**config.mk**
```make
export PLATFORM = sky130hd
export DESIGN_NAME = utf8_to_unicode_escape
export DESIGN_NICKNAME = d
export VERILOG_FILES = /design/src/u2ue_pkg.sv /design/src/u2ue_front.sv /design/src/u2ue_jobq.sv /design/src/u2ue_back.sv /design/src/utf8_to_unicode_escape.sv
export SDC_FILE = /design/constraint.sdc
export NUM_CORES = 1
export LEC_CHECK = 0
export BUFFER_PORTS_ARGS = -buffer_cell sky130_fd_sc_hd__clkbuf_2
export CAP_MARGIN = 10
export CORE_MARGIN = 10
export CORE_UTILIZATION = 60
export CTS_BUF_LIST = sky130_fd_sc_hd__clkbuf_16
export CTS_CLUSTER_DIAMETER = 80
export DETAILED_ROUTE_END_ITERATION = 8
export GPL_TIMING_DRIVEN = 0
export PLACE_DENSITY = 0.77
export SLEW_MARGIN = 25
export SYNTH_ARGS = -nofsm -noshare
export SYNTH_HDL_FRONTEND = slang
export SYNTH_HIERARCHICAL = 1
export SYNTH_SLANG_ARGS = --single-unit
```
**constraint.sdc**
```tcl
create_clock -name clk -period 4.59 [get_ports clk]
set_clock_uncertainty 0.05 [all_clocks]
set_input_delay 0.459 -clock clk [delete_from_list [all_inputs] [get_ports clk]]
set_output_delay 0.459 -clock clk [all_outputs]
set_load 0.02 [all_outputs]
```
**src/u2ue_pkg.sv**
```systemverilog
// Shared types, constants and helper function of the UTF-8 to escape converter.
package u2ue_pkg;

  localparam int CodeW = 21;

  localparam logic [6:0] ChBackslash = 7'h5C;
  localparam logic [6:0] ChLowerU    = 7'h75;

  // One unit of output work: a single character or a whole escape.
  typedef struct packed {
    logic              is_esc;
    logic [CodeW-1:0]  value;
    logic              run_end;
    logic              string_end;
  } job_t;

  // Lowercase hex digit of one nibble.
  function automatic logic [6:0] hex_char(input logic [3:0] nib);
    logic [6:0] wide;
    wide = {3'b000, nib};
    if (nib < 4'd10) begin
      hex_char = 7'h30 + wide;
    end else begin
      hex_char = 7'h57 + wide;
    end
  endfunction

endpackage

```
**src/u2ue_front.sv**
```systemverilog
// Front end: takes input bytes, runs the UTF-8 decoder and lists the output jobs.
module u2ue_front (
  input  logic             clk,
  input  logic             rst,
  input  logic             push,
  output logic             full,
  input  logic [7:0]       in_byte,
  input  logic             is_last_byte,
  input  logic             q_full,
  output logic             q_push,
  output u2ue_pkg::job_t   q_job
);
  import u2ue_pkg::*;

  // Decoder state.
  logic [7:0]       lead_held, lead_held_next;
  logic [CodeW-1:0] code_accum, code_accum_next;
  logic [2:0]       seq_length, seq_length_next;
  logic [1:0]       conts_seen, conts_seen_next;
  logic [7:0]       held_conts [2];
  logic             hold_we;

  // Jobs of the last accepted beat, handed out one per cycle while the queue is not full.
  job_t             jbuf [4];
  job_t             jobs_new [4];
  logic [2:0]       jobs_cnt;
  logic [2:0]       rem;
  logic [1:0]       idx;
  logic             accept;

  // Classification of the byte as a possible sequence start.
  logic             start_emit;
  job_t             start_job;
  logic             start_seq;
  logic [2:0]       start_len;
  logic [CodeW-1:0] start_init;
  logic             is_cont;
  logic             seq_done;
  logic [CodeW-1:0] accum_ext;
  logic [1:0]       nrep;

  assign q_push = (rem != 3'd0) && !q_full;
  assign q_job  = jbuf[idx];
  assign full   = (rem > 3'd1) || ((rem == 3'd1) && q_full);
  assign accept = push && !full;

  assign is_cont   = (in_byte[7:6] == 2'b10);
  assign accum_ext = {code_accum[CodeW-7:0], in_byte[5:0]};
  assign seq_done  = ({1'b0, conts_seen} + 3'd2) >= seq_length;

  // Start-byte decode: ASCII, lead of 2 to 4 bytes, or stray.
  always_comb begin
    start_emit = 1'b0;
    start_seq  = 1'b0;
    start_len  = 3'd0;
    start_init = '0;
    start_job  = '0;
    if (!in_byte[7]) begin
      start_emit       = 1'b1;
      start_job.value  = {{(CodeW-8){1'b0}}, in_byte};
    end else begin
      if (in_byte[7:5] == 3'b110) begin
        start_seq  = 1'b1;
        start_len  = 3'd2;
        start_init = {{(CodeW-5){1'b0}}, in_byte[4:0]};
      end else if (in_byte[7:4] == 4'b1110) begin
        start_seq  = 1'b1;
        start_len  = 3'd3;
        start_init = {{(CodeW-4){1'b0}}, in_byte[3:0]};
      end else if (in_byte[7:3] == 5'b11110) begin
        start_seq  = 1'b1;
        start_len  = 3'd4;
        start_init = {{(CodeW-3){1'b0}}, in_byte[2:0]};
      end
      // A lead that ends the string, or a stray byte, escapes alone.
      if (!start_seq || is_last_byte) begin
        start_seq        = 1'b0;
        start_emit       = 1'b1;
        start_job.is_esc = 1'b1;
        start_job.value  = {{(CodeW-8){1'b0}}, in_byte};
      end
    end
  end

  // Job list and next decoder state for the byte on the input.
  always_comb begin
    for (int i = 0; i < 4; i++) begin
      jobs_new[i] = '0;
    end
    jobs_cnt        = 3'd0;
    lead_held_next  = lead_held;
    code_accum_next = code_accum;
    seq_length_next = seq_length;
    conts_seen_next = conts_seen;
    hold_we         = 1'b0;
    nrep            = 2'd1 + conts_seen;

    // Replay of a failed sequence: lead, then each held continuation.
    if (seq_length != 3'd0 && !(is_cont && (seq_done || !is_last_byte))) begin
      jobs_new[0].is_esc = 1'b1;
      jobs_new[0].value  = {{(CodeW-8){1'b0}}, lead_held};
      jobs_new[1].is_esc = 1'b1;
      jobs_new[1].value  = {{(CodeW-8){1'b0}}, held_conts[0]};
      jobs_new[2].is_esc = 1'b1;
      jobs_new[2].value  = {{(CodeW-8){1'b0}}, held_conts[1]};
    end

    if (seq_length == 3'd0) begin
      if (start_emit) begin
        jobs_new[0] = start_job;
        jobs_cnt    = 3'd1;
      end
      if (start_seq) begin
        lead_held_next  = in_byte;
        code_accum_next = start_init;
        seq_length_next = start_len;
        conts_seen_next = 2'd0;
      end
    end else if (is_cont) begin
      if (seq_done) begin
        jobs_new[0].is_esc = 1'b1;
        jobs_new[0].value  = accum_ext;
        jobs_cnt           = 3'd1;
        lead_held_next     = '0;
        code_accum_next    = '0;
        seq_length_next    = 3'd0;
        conts_seen_next    = 2'd0;
      end else if (is_last_byte) begin
        jobs_new[nrep].is_esc = 1'b1;
        jobs_new[nrep].value  = {{(CodeW-8){1'b0}}, in_byte};
        jobs_cnt              = {1'b0, nrep} + 3'd1;
        lead_held_next        = '0;
        code_accum_next       = '0;
        seq_length_next       = 3'd0;
        conts_seen_next       = 2'd0;
      end else begin
        hold_we         = 1'b1;
        code_accum_next = accum_ext;
        conts_seen_next = conts_seen + 2'd1;
      end
    end else begin
      // Broken sequence: replay, then look at this byte afresh.
      jobs_cnt        = {1'b0, nrep};
      lead_held_next  = '0;
      code_accum_next = '0;
      seq_length_next = 3'd0;
      conts_seen_next = 2'd0;
      if (start_emit) begin
        jobs_new[nrep] = start_job;
        jobs_cnt       = {1'b0, nrep} + 3'd1;
      end
      if (start_seq) begin
        lead_held_next  = in_byte;
        code_accum_next = start_init;
        seq_length_next = start_len;
      end
    end

    // Flags ride on the last job of the beat.
    if (jobs_cnt != 3'd0) begin
      jobs_new[jobs_cnt[1:0] - 2'd1].run_end    = 1'b1;
      jobs_new[jobs_cnt[1:0] - 2'd1].string_end = is_last_byte;
    end
  end

  // Decoder state registers.
  always_ff @(posedge clk) begin
    if (rst) begin
      lead_held  <= '0;
      code_accum <= '0;
      seq_length <= 3'd0;
      conts_seen <= 2'd0;
    end else if (accept) begin
      lead_held  <= lead_held_next;
      code_accum <= code_accum_next;
      seq_length <= seq_length_next;
      conts_seen <= conts_seen_next;
    end
  end

  // Held continuation bytes, kept for a replay.
  always_ff @(posedge clk) begin
    if (accept && hold_we) begin
      held_conts[conts_seen[0]] <= in_byte;
    end
  end

  // Job buffer control.
  always_ff @(posedge clk) begin
    if (rst) begin
      rem <= 3'd0;
      idx <= 2'd0;
    end else if (accept) begin
      rem <= jobs_cnt;
      idx <= 2'd0;
    end else if (q_push) begin
      rem <= rem - 3'd1;
      idx <= idx + 2'd1;
    end
  end

  // Job buffer payload.
  always_ff @(posedge clk) begin
    if (accept) begin
      for (int i = 0; i < 4; i++) begin
        jbuf[i] <= jobs_new[i];
      end
    end
  end

endmodule

```
**src/u2ue_jobq.sv**
```systemverilog
// Small job queue between the decoder front end and the character back end.
module u2ue_jobq #(
  parameter int DEPTH = 4
) (
  input  logic             clk,
  input  logic             rst,
  input  logic             wr,
  input  u2ue_pkg::job_t   wr_job,
  output logic             q_full,
  input  logic             rd,
  output logic             q_empty,
  output u2ue_pkg::job_t   rd_job
);
  import u2ue_pkg::*;

  localparam int PtrW = (DEPTH > 1) ? $clog2(DEPTH) : 1;
  localparam int CntW = $clog2(DEPTH + 1);

  job_t             mem [DEPTH];
  logic [PtrW-1:0]  wptr;
  logic [PtrW-1:0]  rptr;
  logic [CntW-1:0]  count;
  logic             do_wr;
  logic             do_rd;

  assign q_full  = (count == CntW'(DEPTH));
  assign q_empty = (count == '0);
  assign do_wr   = wr && !q_full;
  assign do_rd   = rd && !q_empty;
  assign rd_job  = mem[rptr];

  // Pointers and fill count.
  always_ff @(posedge clk) begin
    if (rst) begin
      wptr  <= '0;
      rptr  <= '0;
      count <= '0;
    end else begin
      if (do_wr) begin
        wptr <= (wptr == PtrW'(DEPTH - 1)) ? '0 : wptr + PtrW'(1);
      end
      if (do_rd) begin
        rptr <= (rptr == PtrW'(DEPTH - 1)) ? '0 : rptr + PtrW'(1);
      end
      if (do_wr && !do_rd) begin
        count <= count + CntW'(1);
      end else if (do_rd && !do_wr) begin
        count <= count - CntW'(1);
      end
    end
  end

  // Storage.
  always_ff @(posedge clk) begin
    if (do_wr) begin
      mem[wptr] <= wr_job;
    end
  end

endmodule

```
**src/u2ue_back.sv**
```systemverilog
// Back end: expands each job into output characters, one beat per cycle while pop is high and jobs wait.
module u2ue_back (
  input  logic             clk,
  input  logic             rst,
  input  logic             q_empty,
  input  u2ue_pkg::job_t   q_job,
  output logic             q_pop,
  output logic             empty,
  input  logic             pop,
  output logic [6:0]       out_char,
  output logic             run_end,
  output logic             string_end
);
  import u2ue_pkg::*;

  job_t        cur;
  logic        cur_valid;
  logic [2:0]  cidx;
  logic [2:0]  ndig;
  logic [2:0]  last_idx;
  logic [2:0]  pos;
  logic [3:0]  nib;
  logic        char_last;
  logic        take;

  // Digit count and index of the final character of the current job.
  always_comb begin
    if (cur.value > 21'h0FFFFF) begin
      ndig = 3'd6;
    end else if (cur.value > 21'h00FFFF) begin
      ndig = 3'd5;
    end else begin
      ndig = 3'd4;
    end
    last_idx = cur.is_esc ? (ndig + 3'd1) : 3'd0;
    pos      = ndig + 3'd1 - cidx;
  end

  // Nibble of the hex digit being shown.
  always_comb begin
    case (pos)
      3'd0:    nib = cur.value[3:0];
      3'd1:    nib = cur.value[7:4];
      3'd2:    nib = cur.value[11:8];
      3'd3:    nib = cur.value[15:12];
      3'd4:    nib = cur.value[19:16];
      3'd5:    nib = {3'b000, cur.value[20]};
      default: nib = 4'd0;
    endcase
  end

  // Character on the output ports.
  always_comb begin
    if (!cur.is_esc) begin
      out_char = cur.value[6:0];
    end else if (cidx == 3'd0) begin
      out_char = ChBackslash;
    end else if (cidx == 3'd1) begin
      out_char = ChLowerU;
    end else begin
      out_char = hex_char(nib);
    end
  end

  assign char_last  = (cidx == last_idx);
  assign empty      = !cur_valid;
  assign run_end    = cur.run_end && char_last;
  assign string_end = cur.string_end && char_last;
  assign take       = pop && cur_valid;
  assign q_pop      = !cur_valid || (take && char_last);

  // Current job and character index.
  always_ff @(posedge clk) begin
    if (rst) begin
      cur_valid <= 1'b0;
      cidx      <= 3'd0;
    end else if (q_pop && !q_empty) begin
      cur_valid <= 1'b1;
      cidx      <= 3'd0;
    end else if (take && char_last) begin
      cur_valid <= 1'b0;
      cidx      <= 3'd0;
    end else if (take) begin
      cidx <= cidx + 3'd1;
    end
  end

  // Job payload.
  always_ff @(posedge clk) begin
    if (q_pop && !q_empty) begin
      cur <= q_job;
    end
  end

endmodule

```
**src/utf8_to_unicode_escape.sv**
```systemverilog
// Path: a byte's first output character reaches the result ports once its job has passed
// the front-end job buffer, the job queue and the back end's current-job register.
// Throughput: one input byte per cycle while each byte gives one character and pop is held
// high; an escape gives 6 to 8 output characters, and once the job queue fills the input
// waits at the output pace. A byte that replays a broken sequence keeps the front end busy
// while its up to four jobs enter the queue.
// Reset: synchronous rst empties the job buffer, the queue and the output stage and clears
// the decoder state; no clearing pass is needed.
module utf8_to_unicode_escape #(
  parameter int QDEPTH = 4
) (
  input  logic        clk,
  input  logic        rst,
  input  logic        push,
  output logic        full,
  input  logic [7:0]  in_byte,
  input  logic        is_last_byte,
  output logic        empty,
  input  logic        pop,
  output logic [6:0]  out_char,
  output logic        run_end,
  output logic        string_end
);
  import u2ue_pkg::*;

  logic  q_full;
  logic  q_push;
  logic  q_empty;
  logic  q_pop;
  job_t  fe_job;
  job_t  be_job;

  u2ue_front u_front (
    .clk          (clk),
    .rst          (rst),
    .push         (push),
    .full         (full),
    .in_byte      (in_byte),
    .is_last_byte (is_last_byte),
    .q_full       (q_full),
    .q_push       (q_push),
    .q_job        (fe_job)
  );

  u2ue_jobq #(
    .DEPTH (QDEPTH)
  ) u_jobq (
    .clk     (clk),
    .rst     (rst),
    .wr      (q_push),
    .wr_job  (fe_job),
    .q_full  (q_full),
    .rd      (q_pop),
    .q_empty (q_empty),
    .rd_job  (be_job)
  );

  u2ue_back u_back (
    .clk        (clk),
    .rst        (rst),
    .q_empty    (q_empty),
    .q_job      (be_job),
    .q_pop      (q_pop),
    .empty      (empty),
    .pop        (pop),
    .out_char   (out_char),
    .run_end    (run_end),
    .string_end (string_end)
  );

  // The end of a string is always also the end of its byte's run.
  a_string_end_run_end: assert property (@(posedge clk) disable iff (rst)
    (!empty && string_end) |-> run_end)
    else $error("string_end without run_end");

  // Reset leaves no result waiting.
  a_reset_empty: assert property (@(posedge clk)
    rst |=> empty)
    else $error("result pending after reset");

  // The front end never offers a job to a full queue.
  a_no_push_full: assert property (@(posedge clk) disable iff (rst)
    q_full |-> !q_push)
    else $error("job pushed into full queue");

endmodule
```
# After elaboration in Yosys (flattened, before gate mapping)

Memory sizes are Yosys's and may differ from the RTL's. A register that Yosys moved wholly into a read port is not among the register bits.
Cells that the tools add are included.

Bits in registers: 44
Bits in writable memories: 208
Input bits: 13
Output and inout port bits: 11
Word-level logic and storage cells: 203
Memories kept: 3

Memories:

| name               | depth | width | read ports | clocked after memory_dff | write ports | RTL line         | source |
|---|---|---|---|---|---|---|---|
| u_front.jbuf       | 4     | 24    | 1          | 1                        | 4           | u2ue_front.sv:24 | `job_t jbuf [4];` |
| u_jobq.mem         | 4     | 24    | 1          | 1                        | 1           | u2ue_jobq.sv:19  | `job_t mem [DEPTH];` |
| u_front.held_conts | 2     | 8     | 2          | 0                        | 1           | u2ue_front.sv:20 | `logic [7:0] held_conts [2];` |

Add/subtract/negate cells: 15
$lt $le $gt $ge: 9
Eq/ne operators: 17
Multiplexer cells: 103
Bitwise operators: 2
Reductions and logical operators: 43

Operators by type and width:

| cell                                                            | count |
|---|---|
| bitwise mux 96 bit                                              | 5 |
| 2-to-1 mux 96 bit                                               | 4 |
| demux 24 bit (select 2 bit)                                     | 5 |
| 2-to-1 mux 15 bit                                               | 8 |
| 2-to-1 mux 22 bit                                               | 5 |
| 2-to-1 mux 24 bit                                               | 4 |
| 2-to-1 mux 74 bit                                               | 1 |
| 2-to-1 mux 72 bit                                               | 1 |
| 2-to-1 mux 3 bit                                                | 22 |
| 2-to-1 mux 8 bit                                                | 6 |
| 2-to-1 mux 7 bit                                                | 4 |
| 2-to-1 mux 1 bit                                                | 24 |
| case mux 4 bit (6 select lines)                                 | 1 |
| 2-to-1 mux 23 bit                                               | 1 |
| greater-than comparator 21 x 16 -> 1 bit, second input constant | 1 |
| greater-than comparator 21 x 20 -> 1 bit, second input constant | 1 |
| 2-to-1 mux 21 bit                                               | 1 |
| 2-to-1 mux 2 bit                                                | 10 |
| logical AND 1 bit                                               | 16 |
| equality test 3 bit, second input constant                      | 4 |
| logical NOT 3 bit                                               | 4 |
| adder 3 x 1 -> 3 bit, second input constant                     | 3 |
| equality test 3 x 1 -> 1 bit, second input constant             | 3 |
| logical NOT 1 bit                                               | 9 |
| other kinds (30)                                                | 46 |

# Logic depth before layout (Yosys ltp)

Depth after elaboration: 21
Mapped depth: 12
Gate-level depth less buffers: 12

# By module

The synthesis kept the hierarchy.

By module, submodules not included:

| module     | instances | cells each | area an instance (um^2) | sequential area each (um^2) |
|---|---|---|---|---|
| u2ue_front | 1         | 439        | 5144.9                  | 2892.8 |
| u2ue_jobq  | 1         | 176        | 3952.5                  | 3062.9 |
| u2ue_back  | 1         | 126        | 1522.7                  | 800.8 |

# Worst setup path after synthesis

Ideal clock, no wire load.

Path type: reg2out
Start: register u_back/cur[19] (netlist name)
End: output port out_char[2]
Arrival: 3212 ps
Slack: 869 ps
Stages on the path, launching flop included: 12
Path buffers: 1
Cell sequence: edfxtp_1 or4_4 nor2_1 fa_1 buf_6 mux2_1 and3_1 a211oi_4 ha_1 nor2b_2 and3b_1 o32a_1

Longest elaborated chain between the ends: 12
Elaborated cells between the ends (all ways): 20

Ends and longest elaborated chain:

| what                                               | RTL line                     | source |
|---|---|---|
| greater-than comparator 21 x 16 -> 1 bit           | u2ue_back.sv:30              | `end else if (cur.value > 21'h00FFFF) begin` |
| 2-to-1 mux 1 bit                                   | u2ue_back.sv:30              |  |
| 2-to-1 mux 3 bit                                   | u2ue_back.sv:28              | `if (cur.value > 21'h0FFFFF) begin` |
| adder 3 x 1 -> 3 bit                               | u2ue_back.sv:36              | `pos = ndig + 3'd1 - cidx;` |
| subtractor 3 bit                                   | u2ue_back.sv:36              |  |
| equality test 3 bit, or another cell as far along  | u2ue_back.sv:41              | `case (pos)` |
| case mux 4 bit (6 select lines) (*)                | u2ue_back.sv:41              |  |
| adder 7 x 4 -> 7 bit, or another cell as far along | u2ue_pkg.sv:24               | `hex_char = 7'h57 + wide;` |
| 2-to-1 mux 7 bit (*)                               | u2ue_pkg.sv:21               | `if (nib < 4'd10) begin` |
| 2-to-1 mux 7 bit (*)                               | u2ue_back.sv:58              | `end else if (cidx == 3'd1) begin` |
| 2-to-1 mux 7 bit (*)                               | u2ue_back.sv:56              | `end else if (cidx == 3'd0) begin` |
| 2-to-1 mux 7 bit (*)                               | u2ue_back.sv:54              | `if (!cur.is_esc) begin` |
| to (decl)                                          | utf8_to_unicode_escape.sv:20 | `output logic [6:0] out_char,` |

Mark *: on every way between the ends. The rest lies on a longest branch, timed or not.

# Worst setup path after layout

Start: register u_back/cur[20] (netlist name)
End: output port out_char[2]

Longest elaborated chain between the ends: 12
Elaborated cells between the ends (all ways): 20

Ends and longest elaborated chain:

| what                                               | RTL line |
|---|---|
| greater-than comparator 21 x 16 -> 1 bit           | u2ue_back.sv:30 |
| 2-to-1 mux 1 bit                                   | u2ue_back.sv:30 |
| 2-to-1 mux 3 bit                                   | u2ue_back.sv:28 |
| adder 3 x 1 -> 3 bit                               | u2ue_back.sv:36 |
| subtractor 3 bit                                   | u2ue_back.sv:36 |
| equality test 3 bit, or another cell as far along  | u2ue_back.sv:41 |
| case mux 4 bit (6 select lines) (*)                | u2ue_back.sv:41 |
| adder 7 x 4 -> 7 bit, or another cell as far along | u2ue_pkg.sv:24 |
| 2-to-1 mux 7 bit (*)                               | u2ue_pkg.sv:21 |
| 2-to-1 mux 7 bit (*)                               | u2ue_back.sv:58 |
| 2-to-1 mux 7 bit (*)                               | u2ue_back.sv:56 |
| 2-to-1 mux 7 bit (*)                               | u2ue_back.sv:54 |

Marks and branches as above.

==> results.md <==
* Status: complete, no violations
* Die X at 153.0 µm
* Syn_nets at 777
* Initial antenna violation count at 0
* Die area at 23420 µm²
* Cell breakdown of the critical path: or4_4 -> nor2_4 -> fa_1 -> buf_6 -> mux2_1 -> and3_1 -> a211oi_4 -> ha_2 -> nor2b_2 -> nor2_1 -> o32a_1 -> clkbuf_2
* Final Setup Violations at 0
* Pleak at about 4 nW
* Sequential power share at 0.477
* Wirelength, routed at about 22 mm
* Reg2reg setup slack at around 1.2 ns
* Yosys cell types at 90
* Row cnt at 48
* Final Critical Period at ~4.5 ns
* Switching Share at 0.2970
* Layout area overhead at 11.64%
* Filler cells at roughly 1.2k
* Max Clk Rate at 223.5 MHz
* R2r worst-path depth at 12
* H-tree lvl count at 1
* Combinational share of power at 0.268
* Number of antenna diodes at 0
* Ys Warns at 6
* Power Internal at between 5 and 6 mW
* CTS Sinks at between 200 and 250
* PortBufs at 22
* Crit path buffers/inverters at 2
* Synth Area in Simple Gates at 0.1074
* RePlAce Congestion at around 0.96
* Crit Reg-Reg Startpoint: u_jobq/count[0]
* Worst-margin pin slew at slightly below 1 ns
* WS Path Type: reg2out
* Max-cap violation count at 0
* Crit path largest cell delay at a little under 0.6 ns
* Worst Hold End: u_front/held_conts[1][7]
* Via density at ~6.3
* First-pass GRT wire length at roughly 35 mm
* DRT antenna net count at 0
* Mapped Cells at ~740
* Pwr Density at 613.1 nW/µm²
* Final period util at 0.9748
* Worst EP arrival at about 4.0 ns
* WHS Path Cells at 1
* CTS tree: done
* Max_slew headroom at 0.3496
* Asr flop ratio synth at 0
* Layout cells sized above 1 at 0.1990
* Total gr overflow at 0
* Multi-input logic area at around 3600 µm²
* Critical path's top delay family: simple AND/OR/NAND/NOR gates
* Clk root buf: clkbuf_16
* Req. time, crit path at between 4 and 5 ns
* Maximum fanout along the worst path at 10
* R2r endpoint: u_jobq/count[2]
* Max Slew Vio Count at 0
* Vias in the first global route at 6494
* Slowest cell on the critical path: or4_4
* Die Ht at between 150 and 200 µm
* Synthesized area at ~11000 µm²
* Commonest non-fill, non-tap cell in the layout: edfxtp_1
* Initial Util at 0.6140
* Final Hold Fails at 0
* Cts hold-fix bufs at 0
* WHS at 0.1070 ns
* Clock share of power at 0.255
* VDD IR max at roughly 0.44 mV
* Compound-Gate Fraction of Synth Area at 0.1080
* Avg Inst Size Synth at roughly 14 µm²
* Fin util at 0.6855
* Pre-CTS WS at between 0.5 and 0.6 ns
* Hold Crit Start: in_byte[7]
* Clock Pin Slew Worst Setup and Hold Paths at approximately 0.060 ns
* CP startpoint kind: register
* Via count at ~6.5k
* Largest family of logic cells by synthesized area: compound AO/OA/AOI/OAI gates
* Area of the core at 17300 µm²
* Top cells by area, synth: edfxtp_1, dfxtp_1, mux4_2
* Clock latency on the worst-skew pair at approximately 0.5 ns
* Yosys top cell area share at 0.5457
* DRC at 0
* HPWL after DPL at about 15 mm
* Post-synthesis adder-cell area fraction at 0.02851
* Setup ws final at 0.1158 ns
* Largest area contributor in the netlist: edfxtp_1
* Hold crit path type: in2reg
* Instance count on the critical path at 12
* Main synth FF type: edfxtp_1
* DR pass1 iterations at 5
* CTS max path bufs at 3
* DR iter-0 viols at 669
* Switching pwr at roughly 2.2 mW
* Final net count at approximately 830
* Seq cells post-synth at around 240
* Routed length per instance at approximately 21 µm
* Crit path capture type: primary output
* Largest net degree at the start of global routing at 66
* CTS Buf Count at 24
* EDFF count, synth at about 190
* Xor/xnor cell area share of the yosys netlist at 0.007422
* Register area at between 6000 and 7000 µm²
* I/O pin cnt at 24
* Total track usage at 0.1826
* Most frequent cells in the layout: edfxtp_1, dfxtp_1, nor2_1, nand2_1
* Seq/Total Area, Yosys at 0.6362
* Mux cell area share after synthesis at 0.08400
Yosys cell counts, types with 4 or more instances:
cell type,instances
a21o_1,6
a21oi_1,32
a22o_1,9
a22oi_1,14
a31oi_1,4
and2_1,35
and3_2,4
buf_2,12
buf_4,5
buf_6,4
clkbuf_1,12
dfxtp_1,48
edfxtp_1,193
ha_1,21
inv_1,23
mux2i_1,7
mux4_2,35
nand2_1,39
nand2b_1,6
nand3_1,19
nand4_1,7
nor2_1,41
nor3_1,13
nor4_1,4
o21a_1,4
o21ai_0,29
o21ai_1,8
o22ai_1,4
xnor2_1,4
xor2_1,5
worst reg2reg max path, cell delays in order, from the launching register on:
cell      delay [ns]
dfxtp_1         0.44
or3b_1          0.18
buf_6           0.13
clkinv_4        0.07
a21oi_1         0.71
inv_1           0.16
nor2_2          0.21
ha_1            0.20
inv_1           0.07
fa_1            0.43
xor2_1          0.16
or3_2           0.40
a21oi_1         0.15
state kept, by name, summed over array words and instances (netlist names), named ones only:
name	flops
u_front/seq_length	3
u_front/code_accum	15
u_jobq/mem	96
u_back/cidx	3
u_back/cur	24
u_jobq/wptr	2
u_front/lead_held	8
u_front/held_conts	16
u_front/rem	3
u_jobq/rptr	2
u_back/cur_valid	1
u_jobq/count	3
u_front/idx	2
u_front/conts_seen	2
u_front/jbuf	57
final cells by class:
| cell class | count | share of cell area |
|---|---|---|
| buffer | 35 | 0.01646 |
| inverter | 27 | 0.009181 |
| tap | 225 | 0.02374 |
| timing repair buffer | 29 | 0.01372 |
| multi-input combinational | 438 | 0.3026 |
| clock inverter | 19 | 0.01171 |
| clock buffer | 25 | 0.05276 |
| sequential | 241 | 0.5699 |
stage by stage:
| step | power, mW | cell area (µm²) | TNS [ns] | std cells |
|---|---|---|---|---|
| 2_1_floorplan | 4.837 | 10620 | 0 | 741 |
| 3_3_place_gp | 5.275 | 11010 | 0 | 988 |
| 3_5_place_dp | 5.411 | 11010 | 0 | 988 |
| 4_1_cts | 7.291 | 11790 | 0 | 1033 |
| 5_1_grt | 7.636 | 11860 | -0.01026 | 1039 |
| 6_report | 7.269 | 11860 | 0 | 1039 |
cells by family (layout without fill, tap and decap cells):
logic type | count (synthesis) | count (layout)
AOI/OAI and AO/OA | 153 | 153
xor gates and xnor gates | 9 | 9
adders and majority gates | 23 | 23
buffers and inverters | 62 | 135
DFF | 241 | 241
muxes | 45 | 45
and+or+nand+nor | 208 | 208
power groups by stage:
stage                     Combinational, mW  Clock (mW)  Sequential, mW
final                                  1.95        1.85            3.47
after detailed placement               1.91           0            3.50
after floorplan                        1.45           0            3.39
after global placement                 1.82           0            3.46
after CTS                              1.94        1.89            3.46
after global routing                   2.14        1.98            3.52
worst max path at each step:
stage | start | endpoint | slack (ns)
finish | u_back/cur[20] | out_char[2] | 0.12
global route | u_back/cur[20] | out_char[2] | -0.01
CTS | u_back/cur[20] | out_char[2] | 0.04
detailed placement | u_back/cur[19] | out_char[2] | 0.52
global placement | u_back/cur[19] | out_char[2] | 0.65
floorplan | u_back/cur[19] | out_char[2] | 0.87
layer usage:
layer / vias up / track usage / share of wire
met5: - / 0 / 0
met4: 0 / 0.06767 / 0.035
met3: 69 / 0.02469 / 0.055
met2: 271 / 0.3196 / 0.51
met1: 3200 / 0.2253 / 0.41
li1: 2983 / - / -
repair_timing:
| action | 4_1_cts | 5_1_grt |
|---|---|---|
| pin swaps | 0 | 3 |
| setup buffers | 1 | 6 |
| setup endpoints to repair | 1 | 2 |
| gates cloned | 0 | 0 |
| resized for setup | 0 | 5 |
Note: power is estimated with default switching activity, not from simulation.
